$ cat src/hdl/sil_pkg.sv
package sil_pkg;

  // Address arithmetic width of the load target
  localparam int unsigned ADDRESS_BITS_DEFAULT = 32;

  // Load base after reset
  localparam logic [31:0] LOAD_BASE_RESET = 32'h0008_0000;

  // Bytes in each big-endian header word
  localparam int unsigned HEADER_BYTES = 4;

  typedef logic [1:0] phase_t;

  localparam phase_t PH_SIZE   = 2'd0;
  localparam phase_t PH_SUM    = 2'd1;
  localparam phase_t PH_DATA   = 2'd2;
  localparam phase_t PH_UNUSED = 2'd3;

endpackage

$ cat src/hdl/serial_image_loader_top.sv
// Each result beat is registered in the cycle after its rx_byte beat is accepted.
// Throughput: one byte per cycle; the parse state and the single output register
//   are both updated in the accepting cycle, so a stalled output only holds input.
// Reset (rst, synchronous, active high): return to the size header, clear counters,
//   image length and checksum, drop any pending result, load base to 0x00080000.
module serial_image_loader_top #(
  parameter int unsigned ADDRESS_BITS = sil_pkg::ADDRESS_BITS_DEFAULT
) (
  input  logic        clk,
  input  logic        rst,
  // configuration write channel
  input  logic        cfg_valid,
  output logic        cfg_ready,
  input  logic [31:0] load_base,
  // received byte channel
  input  logic        in_valid,
  output logic        in_ready,
  input  logic [7:0]  rx_byte,
  // memory write / status channel
  output logic        out_valid,
  input  logic        out_ready,
  output logic        write_enable,
  output logic [31:0] write_address,
  output logic [7:0]  write_data,
  output logic        frame_done,
  output logic        checksum_ok,
  output logic [31:0] checksum_left
);

  localparam int unsigned CNT_W = $clog2(sil_pkg::HEADER_BYTES);

  // Configuration register: always ready, takes effect for the next byte.
  logic [31:0] base;

  // Parse state
  sil_pkg::phase_t   phase,           phase_next;
  logic [CNT_W-1:0]  header_count,    header_count_next;
  logic [31:0]       image_length,    image_length_next;
  logic [31:0]       check_remainder, check_remainder_next;
  logic [30:0]       payload_offset,  payload_offset_next;

  // Result of the byte under decode
  logic                    we_next;
  logic [31:0]             wa_next;
  logic [7:0]              wd_next;
  logic                    done_next;
  logic                    ok_next;
  logic [ADDRESS_BITS-1:0] addr_sum;
  logic                    in_beat;

  assign cfg_ready = 1'b1;

  // The output register frees up when empty or when its beat is taken this cycle.
  assign in_ready = !out_valid || out_ready;
  assign in_beat  = in_valid && in_ready;

  // Wrap the target address at the address width, then present the low 32 bits.
  assign addr_sum = ADDRESS_BITS'(base) + ADDRESS_BITS'(payload_offset);

  always_comb begin
    phase_next           = phase;
    header_count_next    = header_count;
    image_length_next    = image_length;
    check_remainder_next = check_remainder;
    payload_offset_next  = payload_offset;
    we_next              = 1'b0;
    wa_next              = '0;
    wd_next              = '0;
    done_next            = 1'b0;
    ok_next              = 1'b0;

    case (phase)
      sil_pkg::PH_DATA: begin
        // Payload byte: issue the write and subtract it from the checksum.
        we_next              = 1'b1;
        wa_next              = 32'(addr_sum);
        wd_next              = rx_byte;
        check_remainder_next = check_remainder - {24'd0, rx_byte};
        payload_offset_next  = payload_offset + 31'd1;
        if ({1'b0, payload_offset_next} == image_length) begin
          done_next         = 1'b1;
          ok_next           = (check_remainder_next == 32'd0);
          phase_next        = sil_pkg::PH_SIZE;
          header_count_next = '0;
        end
      end
      sil_pkg::PH_SUM: begin
        // Shift the checksum in big-endian; an empty or negative size ends here.
        check_remainder_next = {check_remainder[23:0], rx_byte};
        header_count_next    = header_count + CNT_W'(1);
        if (header_count_next == '0) begin
          payload_offset_next = '0;
          if (image_length == 32'd0 || image_length[31]) begin
            done_next  = 1'b1;
            ok_next    = (check_remainder_next == 32'd0);
            phase_next = sil_pkg::PH_SIZE;
          end else begin
            phase_next = sil_pkg::PH_DATA;
          end
        end
      end
      default: begin
        // Size header; the unused phase code parses as size header too.
        image_length_next = (header_count == '0) ? {24'd0, rx_byte}
                                                 : {image_length[23:0], rx_byte};
        header_count_next = header_count + CNT_W'(1);
        if (header_count_next == '0) begin
          phase_next           = sil_pkg::PH_SUM;
          check_remainder_next = '0;
        end
      end
    endcase
  end

  always_ff @(posedge clk) begin
    if (rst) begin
      base <= sil_pkg::LOAD_BASE_RESET;
    end else if (cfg_valid && cfg_ready) begin
      base <= load_base;
    end
  end

  // Advance the parse state on every accepted byte beat.
  always_ff @(posedge clk) begin
    if (rst) begin
      phase           <= sil_pkg::PH_SIZE;
      header_count    <= '0;
      image_length    <= '0;
      check_remainder <= '0;
      payload_offset  <= '0;
    end else if (in_beat) begin
      phase           <= phase_next;
      header_count    <= header_count_next;
      image_length    <= image_length_next;
      check_remainder <= check_remainder_next;
      payload_offset  <= payload_offset_next;
    end
  end

  // Output register: valid is control, the fields are payload.
  always_ff @(posedge clk) begin
    if (rst) begin
      out_valid <= 1'b0;
    end else if (in_beat) begin
      out_valid <= 1'b1;
    end else if (out_ready) begin
      out_valid <= 1'b0;
    end
  end

  always_ff @(posedge clk) begin
    if (in_beat) begin
      write_enable  <= we_next;
      write_address <= wa_next;
      write_data    <= wd_next;
      frame_done    <= done_next;
      checksum_ok   <= ok_next;
      checksum_left <= check_remainder_next;
    end
  end

`ifndef SYNTHESIS
  // A pass flag only accompanies the end of a frame.
  a_ok_needs_done: assert property (@(posedge clk) disable iff (rst)
    out_valid && checksum_ok |-> frame_done)
    else $error("checksum_ok without frame_done");

  // Non-write beats carry a cleared address and data.
  a_idle_write_clear: assert property (@(posedge clk) disable iff (rst)
    out_valid && !write_enable |-> (write_address == 32'd0) && (write_data == 8'd0))
    else $error("address or data set on a non-write beat");

  // The header counter is parked at zero through the payload.
  a_payload_count: assert property (@(posedge clk) disable iff (rst)
    phase == sil_pkg::PH_DATA |-> header_count == '0)
    else $error("header count nonzero in payload phase");

  // A byte taken in the payload phase always produces a write beat.
  a_payload_write: assert property (@(posedge clk) disable iff (rst)
    in_beat && phase == sil_pkg::PH_DATA |=> out_valid && write_enable)
    else $error("payload byte did not produce a write");
`endif

endmodule
$ cat config.mk
export PLATFORM = sky130hd
export DESIGN_NAME = serial_image_loader_top
export DESIGN_NICKNAME = d
export VERILOG_FILES = /design/src/hdl/sil_pkg.sv /design/src/hdl/serial_image_loader_top.sv
export SDC_FILE = /design/constraint.sdc
export NUM_CORES = 1
export LEC_CHECK = 0
export BUFFER_PORTS_ARGS = -buffer_cell sky130_fd_sc_hd__buf_2
export CAP_MARGIN = 20
export CORE_MARGIN = 3
export CORE_UTILIZATION = 65
export DETAILED_ROUTE_END_ITERATION = 8
export PLACE_DENSITY = 0.87
export SYNTH_ARGS = -nofsm -noshare
export SYNTH_HDL_FRONTEND = slang
export SYNTH_SLANG_ARGS = --single-unit
$ cat constraint.sdc
create_clock -name clk -period 8.8 [get_ports clk]
set_clock_uncertainty 0.15 [all_clocks]
set_input_delay 0.44 -clock clk [delete_from_list [all_inputs] [get_ports clk]]
set_output_delay 0.44 -clock clk [all_outputs]
set_load 0.01 [all_outputs]
==> metrics.yaml <==
drt_wl_total_um: 33200
cts_root_buffer: "clkbuf_16"
swShare_pct: 25.7
switchingPower_w: 0.000585
synth.distinct_cells: 83
initial_core_util_pct: 66.5
cts_setup_buffers: 0
die-area_um2: 20100
seq_power_share_pct: 47.0
dp_hpwl_um: 22900
pwr-share-clk_pct: 41.5
antenna_found_initial: 0
drtIter0Drc: 1310
route.vias.total: 10941
critPathBufInv: 1
hold_violations: 0
async_flop_share_pct: 0
clk_pin_slew_ns: 0.06
final_common_cell: "nor2_1"
max_freq_ghz: 0.248
synth_cells: 1360
rsz0062_at_grt: "false"
wl_per_cell_um: 19.8
pwr-share-comb_pct: 11.4
grtUsageTotal_pct: 32.2
crit_path_start_kind: "register"
final_area_um2: 13400
synth_top_area_cell: "dfxtp_1"
finalSetupViolations: 0
ctsHtreeMaxLevel: 1
synth_seq_area_share_pct: 40.9
die_y_um: 142
core_um2: 18000
worstMarginPinSlew_ns: 1.13
topRoutingLayerUsed: "met4"
rows: 49
cp.arrival_ns: 4.14
wl_met3_um: 2870
avgSynthCellArea_um2: 8.81
holdWs_ns: 0.0170
grt_pass1_vias: 10179
slew_headroom_pct: 23.9
wl_met2_um: 15400
cpMostUsedCell: "o21ai_0"
grt_max_degree: 92
place_congestion: 0.946
finalNetCount: 1525
cts_buffers: 23
port_buffers: 121
ys_seq_elements: 207
antenna_cells: 0
place_area_um2: 12600
cp_top_family: "compound AO/OA/AOI/OAI gates"
ys.flop_type: "dfxtp_1"
required_ns: 8.91
crit_path_end_kind: "register"
crit_fanout: 9
crit_slowest_cell: "a2111oi_0"
routedLengthMet1_um: 13800
p_int_w: 0.00169
mostFrequentLayoutCells: "157 x nor2_1, 132 x dfxtp_1, 126 x nand2_1"
die_width_um: 142
maxCapViolCount: 0
hold_buffers: 0
clkLatencyLatePin_ns: 0.51
cts_tree: "built"
path_class: "reg -> reg"
synth.top_cell.area_share_pct: 22.1
synth_edf_count: 75
vdd_drop_max_mv: 0.228
hp-class: "in -> reg"
clockBufferDepth: 3
post_cts_resized: 0
period_needed_ns: 4.03
postRouteAntennaNets: 0
yosys_warnings: 0
dr.pass1.iters: 5
outcome: "complete, no violations"
via_per_inst: 6.52
route.detailed.drc: 0
finalCritPeriodShare_pct: 45.8
syn_area_um2: 12000
synth.net_count: 1452
io_pins: 123
power.density_nw_per_um2: 169
grt_pass1_wl_um: 52900
cts_sinks: 207
final.setup.tns_ns: 0
grt-ovfl-total: 0
area_delta_synth_final_pct: 11.8
critical_path.max_stage_delay_ns: 0.85
layout-drive-gt1-share_pct: 13.6
netlist_top_cells_area: "dfxtp_1 22%, edfxtp_1 19%, nor2_1 4.9%, ha_1 4.7%, nand2_1 3.9%"
crit_chain: "ha_1 -> inv_1 -> fa_1 -> nor2b_1 -> o31a_1 -> o21ai_0 -> a2111oi_0 -> o31ai_1 -> a21boi_0 -> o21ai_0 -> a211o_1"
p_leak_nw: 5.58
final_max_slew_viol_count: 0
-- area by class of cell --
| class | count | area [um^2] |
|---|---|---|
| clock buffers | 31 | 689 |
| multi-input cells | 1032 | 6620 |
| well taps | 229 | 287 |
| fillers | 1311 | 4630 |
| repair buffers | 133 | 718 |
| flip-flops and latches | 207 | 4890 |
| inverters | 36 | 138 |
| clock inverters | 10 | 53.8 |
-- cell families (layout without fill, tap and decap cells) --
family                     count (synthesis)  in the layout  synth area share (%)
buffers and inverters                    121            210                  3.97
AOI/OAI and AO/OA                        325            325                  18.1
muxes                                     37             37                  3.10
DFF                                      207            207                  40.9
xor gates and xnor gates                  85             85                  6.21
other                                      1              1                0.0313
adders and majority gates                 47             47                  5.03
and+or+nand+nor                          537            537                  22.7
-- per-stage QoR --
stage | power, W | worst slack [ns] | utilization (%) | instances
final | 0.00227 | 4.77 | 74.3 | 1678
after global routing | 0.00234 | 4.53 | 74.3 | 1678
after CTS | 0.00227 | 4.79 | 74.2 | 1677
after detailed placement | 0.00134 | 4.83 | 70.1 | 1636
after global placement | 0.00133 | 4.95 | 70.1 | 1636
after floorplan | 0.00126 | 4.87 | - | 1360
-- power groups by stage --
stage / Sequential, W / Clock, W / Combinational, W
finish: 0.00107 / 0.000943 / 0.000259
global route: 0.00107 / 0.000989 / 0.000284
CTS: 0.00107 / 0.000945 / 0.000255
detailed placement: 0.00109 / 0 / 0.000252
global placement: 0.00109 / 0 / 0.000247
floorplan: 0.00109 / 0 / 0.000171
-- worst reg2reg max path, stage by stage, from the launching register on --
cell       delay [ns]
dfxtp_1          0.51
ha_1             0.26
inv_1            0.06
fa_1             0.39
nor2b_1          0.19
o31a_1           0.20
o21ai_0          0.14
a2111oi_0        0.85
o31ai_1          0.24
a21boi_0         0.38
o21ai_0          0.14
a211o_1          0.28
-- Yosys cell counts (11+ instances only) --
| master | count |
|---|---|
| a211oi_1 | 14 |
| a21o_1 | 21 |
| a21oi_1 | 94 |
| a22oi_1 | 27 |
| a31oi_1 | 11 |
| and2_1 | 11 |
| and3_1 | 19 |
| clkbuf_1 | 65 |
| dfxtp_1 | 132 |
| edfxtp_1 | 75 |
| ha_1 | 45 |
| inv_1 | 35 |
| mux2i_1 | 36 |
| nand2_1 | 126 |
| nand2b_1 | 18 |
| nand3_1 | 34 |
| nand3b_1 | 27 |
| nand4_1 | 18 |
| nor2_1 | 157 |
| nor3_1 | 39 |
| nor4_1 | 29 |
| o211a_1 | 14 |
| o21ai_0 | 64 |
| xnor2_1 | 45 |
| xor2_1 | 40 |
-- per-layer routing --
metal | global-route usage (%) | vias up
li1 | - | 5122
met1 | 44.3 | 5172
met2 | 52.3 | 557
met3 | 4.85 | 90
met4 | 10.8 | 0
met5 | 0 | -
-- state kept, by name, summed over array words and instances (netlist names) --
name             flops
out_valid            1
frame_done           1
write_data           8
phase                2
image_length        32
write_address       32
checksum_left       32
base                32
check_remainder     32
payload_offset      31
checksum_ok          1
write_enable         1
header_count         2
-- path summary, 6_finish.rpt --
kind / start / endpoint / slack (ns) / cells after the start
min: load_base[2] / base[2]$_SDFFE_PP0P_ / 0.02 / 3
min reg2reg: base[19]$_SDFFE_PP1P_ / base[19]$_SDFFE_PP1P_ / 0.34 / 2
max reg2reg: payload_offset[0]$_SDFFE_PP0P_ / write_address[28]$_SDFFCE_PN0P_ / 4.77 / 11
max: payload_offset[0]$_SDFFE_PP0P_ / write_address[28]$_SDFFCE_PN0P_ / 4.77 / 11
Note: power is estimated with default switching activity, not from simulation.
